<file path="config.mk">
export PLATFORM = sky130hd
export DESIGN_NAME = hbm_ctrl
export DESIGN_NICKNAME = d
export VERILOG_FILES = /design/src/rtl/core/hbm_pkg.sv /design/src/rtl/core/hbm_ctrl.sv
export VERILOG_INCLUDE_DIRS = /design/src /design/src/rtl/core
export SDC_FILE = /design/constraint.sdc
export NUM_CORES = 1
export LEC_CHECK = 0
export BUFFER_PORTS_ARGS = -buffer_cell sky130_fd_sc_hd__clkbuf_2
export CORE_AREA = 5 5 42 44
export DETAILED_ROUTE_END_ITERATION = 8
export DIE_AREA = 0 0 47 49
export SYNTH_ARGS = -nofsm -noshare
export SYNTH_HDL_FRONTEND = slang
export SYNTH_SLANG_ARGS = --single-unit
</file>
<file path="constraint.sdc">
create_clock -name clk -period 1.65 [get_ports clk]
set_input_delay 0.2475 -clock clk [delete_from_list [all_inputs] [get_ports clk]]
set_output_delay 0.2475 -clock clk [all_outputs]
set_load 0.01 [all_outputs]
</file>
<file path="src/rtl/core/assert_macros.svh">
// Assertion macros shared by the RTL of the host blocklist match unit.
`ifndef ASSERT_MACROS_SVH
`define ASSERT_MACROS_SVH
`ifndef SYNTHESIS
// Clocked property, disabled while the async reset is asserted.
`define HBM_ASSERT(lbl, clk, rst_n, prop, msg) \
	lbl: assert property (@(posedge clk) disable iff (!rst_n) prop) else $error(msg);
// Clocked property, checked through reset as well.
`define HBM_ASSERT_ALWAYS(lbl, clk, prop, msg) \
	lbl: assert property (@(posedge clk) prop) else $error(msg);
`else
`define HBM_ASSERT(lbl, clk, rst_n, prop, msg)
`define HBM_ASSERT_ALWAYS(lbl, clk, prop, msg)
`endif
`endif

</file>
<file path="src/rtl/core/hbm_pkg.sv">
// Shared constants, types and functions of the host blocklist match unit.
package hbm_pkg;
	localparam int ENTRIES    = 16;
	localparam int IDX_W      = 4;
	localparam int DEPTH      = 256;
	localparam int ADDR_W     = 8;
	localparam int PREFIX_LEN = 6;
	localparam int OFF_W      = 9;
	localparam int EIU_W      = 5;
	localparam int IN_W       = 32;
	localparam int OUT_W      = 16;

	localparam logic [OFF_W-1:0] OFF_MAX   = 9'd511;
	localparam logic [OFF_W-1:0] DOM_LIMIT = 9'd255;
	localparam logic [7:0]       CHAR_CR   = 8'h0d;
	localparam logic [7:0]       CHAR_LF   = 8'h0a;

	localparam logic [1:0] CMD_PAYLOAD = 2'd0;
	localparam logic [1:0] CMD_WR_BYTE = 2'd1;
	localparam logic [1:0] CMD_SET_LEN = 2'd2;

	typedef struct packed {
		logic accept;   // request taken this cycle
		logic capture;  // payload request taken, latch it and read the table
		logic step;     // apply the latched payload byte
	} hbm_cmd_t;

	typedef struct packed {
		logic payload;    // request on the input is a payload byte
		logic has_result; // latched byte closes a host line
	} hbm_status_t;

	function automatic logic [7:0] prefix_char(input logic [2:0] pos);
		logic [7:0] c;
		case (pos)
			3'd0: c = 8'h68; // h
			3'd1: c = 8'h6f; // o
			3'd2: c = 8'h73; // s
			3'd3: c = 8'h74; // t
			3'd4: c = 8'h3a; // :
			3'd5: c = 8'h20; // space
			default: c = 8'h00;
		endcase
		return c;
	endfunction
endpackage

</file>
<file path="src/rtl/core/hbm_ctrl.sv">
// Controller FSM: request handshake, step sequencing and result valid.
`include "assert_macros.svh"
module hbm_ctrl (
	input  logic                clk,
	input  logic                arst_n,
	input  logic                in_valid,
	output logic                in_ready,
	output logic                out_valid,
	input  logic                out_ready,
	input  hbm_pkg::hbm_status_t stat,
	output hbm_pkg::hbm_cmd_t    cmd
);
	typedef enum logic {S_IDLE, S_EXEC} state_t;

	state_t state_q;
	logic   out_valid_q;
	logic   out_free;

	assign in_ready    = (state_q == S_IDLE);
	assign out_valid   = out_valid_q;
	assign out_free    = !out_valid_q || out_ready;
	assign cmd.accept  = in_valid && in_ready;
	assign cmd.capture = cmd.accept && stat.payload;
	assign cmd.step    = (state_q == S_EXEC) && (!stat.has_result || out_free);

	always_ff @(posedge clk or negedge arst_n) begin
		if (!arst_n) begin
			state_q     <= S_IDLE;
			out_valid_q <= 1'b0;
		end else begin
			if (cmd.step && stat.has_result) begin
				out_valid_q <= 1'b1;
			end else if (out_ready) begin
				out_valid_q <= 1'b0;
			end
			case (state_q)
				S_IDLE: begin
					if (cmd.capture) begin
						state_q <= S_EXEC;
					end
				end
				S_EXEC: begin
					if (cmd.step) begin
						state_q <= S_IDLE;
					end
				end
				default: state_q <= S_IDLE;
			endcase
		end
	end

	`HBM_ASSERT(a_out_hold, clk, arst_n, out_valid_q && !out_ready |=> out_valid_q, "result dropped while stalled")
	`HBM_ASSERT(a_exec_entry, clk, arst_n, (state_q == S_EXEC) && ($past(state_q) == S_IDLE) |-> $past(cmd.capture), "exec without payload request")
	`HBM_ASSERT(a_no_overwrite, clk, arst_n, !(cmd.step && stat.has_result && out_valid_q && !out_ready), "result overwrites a pending one")
endmodule

</file>
# [Yosys cells after proc, flatten, opt, wreduce, memory -nomap -nowiden]
# Index checks and enable logic that the tools add are counted.
[totals] reg_bits=2 latchBits=0 mem_bits_rw=0 rom_bits=0 input_bits=6 out_inout_bits=5 elab_cells=17 mem_count=0
[classes] add_sub_neg=0 mul=0 div_mod_pow=0 order_cmp=0 eq_ne=0 n_shift=0 n_mux=5 n_bitwise=1 n_reduce_logical=9
[op_table] operator="$logic_and A1 B1 Y1" n=4
[op_table] operator="$mux W1" n=4
[op_table] operator="$logic_not A1 Y1" n=2
[op_table] operator="$logic_or A1 B1 Y1" n=2
[op_table] operator="$pmux W1 S2" n=1
[op_table] operator="$reduce_bool A2 Y1" n=1
[op_table] operator="$not A1 Y1" n=1

# [Depth between registers and ports, before layout]
[logic_depth] ltp_word=6 mapped_depth=2 depth_no_buf=2

# [Worst setup path after synthesis]
# OpenSTA, ideal clock, no wires.
[synth_path] kind="register to output" from="register state_q" to="output port cmd[0] (netlist name)" t_arrival_ns=0.697 required_ns=1.402 setup_slack_ns=0.706 path_stages_with_launch=3 n_path_buf=0 path_cell_list="dfrtp_1 -> inv_1 -> a31oi_1"
[synth_lines] element="start: declaration" line="hbm_ctrl.sv:15" text="state_t state_q;"
[synth_lines] element="start signal: assignment" line="hbm_ctrl.sv:28" text="state_q <= S_IDLE;"
[synth_lines] element="start signal: assignment" line="hbm_ctrl.sv:39" text="state_q <= S_EXEC;"
[synth_lines] element="start signal: assignment" line="hbm_ctrl.sv:44" text="state_q <= S_IDLE;"
[synth_lines] element="end: declaration" line="hbm_ctrl.sv:11" text="output hbm_pkg::hbm_cmd_t cmd"

==> out/summary.txt <==
main area contributors after synthesis -> dfrtp_1 (50%), nand2_1 (11%), and2b_2 (8.8%), inv_1 (7.5%), a31oi_1 (6.3%)
YS warnings -> 0
share of post-route cells with drive strength above 1 -> 53.8%
Final Setup Violations -> 0
Worst Path Arrival -> 960 ps
Internal -> 0.149 mW
Synth Net Count -> 18
register area share after synthesis -> 50.0%
GPL Wtd Cong -> 0.670
Worst-path clk slew -> 30 ps
Initial Util -> 7.14%
Yosys reg bits -> 2
Initial DRT Pass Iterations -> 2
Worst IR Drop VDD -> 103 uV
Final period util -> 73.2%
sequential share of power -> 28.8%
post-layout min period -> 1210 ps
Slew headroom -> 90.6%
fmax -> 828 MHz
hold path depth -> 3
maximum root-to-sink buffer count -> 2
CP peak stage delay -> 380 ps
WS Path Type -> flip-flop to output pin
CP max-delay cell -> dfrtp_1
Routed WL -> 353 um
Die X -> 47 um
via count -> 123
CP Max Fanout -> 5
largest net degree at the start of global routing -> 6
RSZ-0062 raised after global routing -> no
Post-Syn Area -> 100 um2
clock group share of total power -> 55.1%
CTS tree -> done
Netlist cell types -> 8
Nets -> 34
crit-path cells -> inv_1 > a31oi_1 > clkbuf_2
root buf cell -> clkbuf_4
core area -> 1400 um2
switching power -> 0.0461 mW
cell count after synthesis -> 12
Slew @ Worst Pin -> 141 ps
final hold vios -> 0
clock sinks -> 2
die area -> 2300 um2
WL/cell -> 8.40 um
Overall Power -> 0.195 mW
hold_ws -> 284 ps
share of Yosys cell area claimed by the top area cell type -> 50.0%
CTS Hold Bufs -> 1
status -> finished clean
Worst Hold Class -> input port to flip-flop
max cap viols -> 0
post-route setup TNS -> 0 ps
Net Sw Frac -> 23.6%
hpwl dp -> 305 um
DR vias/cell -> 2.93
final-layout fill cell count -> 170
max-slew violation total from the final report -> 0
Remaining DRCs -> 0
# diodes -> 0
CTS buffer count -> 3
GRT overflow -> 0
ANT nets after route -> 0
worst skew pair latency -> 220 ps
CP required -> 1400 ps
Setup Skew -> 2.17 ps
H-tree depth -> 1
global-route wire length before repair -> 545 um
crit start category -> flip-flop
I/O Pins -> 11
cell taking the most area after synthesis -> dfrtp_1
die height -> 49 um
Register-to-Register Path Depth -> 2
leak pwr -> 0.115 nW
setup bufs post-CTS -> 0
GRT Util Overall -> 4.37%
vias in the first global route -> 145
Syn Area/Cell -> 8.34 um2
synthesis-to-finish area growth -> 102%
CP endpoint kind -> output pin
initial DRC count -> 1
row count -> 14
Buffers on Ports -> 10
Comb pwr share -> 16.1%
PwrDens -> 963 nW/um2
initial antenna violation count -> 0
post-CTS sizing -> 0
power groups by stage:
| stage | combinational, mW | clock [mW] | sequential, mW |
|---|---|---|---|
| 2_1_floorplan | 0.0124 | 0 | 0.0573 |
| 3_3_place_gp | 0.0296 | 0 | 0.0567 |
| 3_5_place_dp | 0.0303 | 0 | 0.0568 |
| 4_1_cts | 0.0322 | 0.117 | 0.0563 |
| 5_1_grt | 0.0356 | 0.125 | 0.0570 |
| 6_report | 0.0314 | 0.108 | 0.0562 |
cells in the final DEF, fill, tap and decap left out:
cell type      count
a31oi_1            1
and2b_2            1
clkbuf_2          10
clkbuf_4           3
dfrtp_1            2
dlygate4sd3_1      1
inv_1              2
nand2_1            3
nand2b_1           1
nor2_1             1
o22ai_1            1
logic make-up (layout without fill, tap and decap cells):
logic type	Yosys count	in the layout	share of synthesized area, %
and+or+nand+nor	6	6	30.0
AOI/OAI and AO/OA	2	2	12.5
DFF	2	2	50.0
buffers and inverters	2	16	7.50
flip-flops by register name (all words and copies together), names as in the netlist:
register,flops
state_q,1
out_valid,1
through the flow:
| step | instances | util [%] | worst slack [ps] | cell area, um2 |
|---|---|---|---|---|
| floorplan | 12 | - | 706 | 100 |
| global placement | 38 | 12.1 | 675 | 170 |
| detailed placement | 38 | 12.1 | 668 | 170 |
| CTS | 42 | 14.5 | 420 | 203 |
| global route | 42 | 14.5 | 310 | 203 |
| finish | 42 | 14.5 | 442 | 203 |
area by class of cell:
type	count	area (um2)	share of cell area, %
multi-input combinational	8	42.5	21.0
timing repair buffer	11	60.1	29.6
inverter	2	7.51	3.70
sequential	2	50.0	24.7
clock buffer	3	22.5	11.1
tap	16	20.0	9.88
per-layer routing:
metal  routed length [um]  up-vias  GRT usage (%)
li1                     -       67              -
met1                  143       45           3.52
met2                   97       11           2.94
met3                  111        0           6.64
met4                    0        0           6.91
met5                    0        -              0
final timing paths:
path                       startpoint   endpoint  slack [ps]
hold / removal                stat[0]  out_valid         280
setup reg to reg            out_valid    state_q         970
hold reg to reg             out_valid  out_valid         530
min in group asynchronous      arst_n    state_q         350
max in group asynchronous      arst_n  out_valid        1200
setup / recovery              state_q     cmd[0]         440
synth_stat cells, drive strengths merged:
library cell / number
a31oi: 1
and2b: 1
dfrtp: 2
inv: 2
nand2: 3
nand2b: 1
nor2: 1
o22ai: 1
critical path: cells and delay by family, from the launching register on:
family                 cells  cell delay, ps
AO/OA/AOI/OAI              1             140
buffers and inverters      2             220
flip-flops                 1             380
Power figures use the tool's default switching activity.
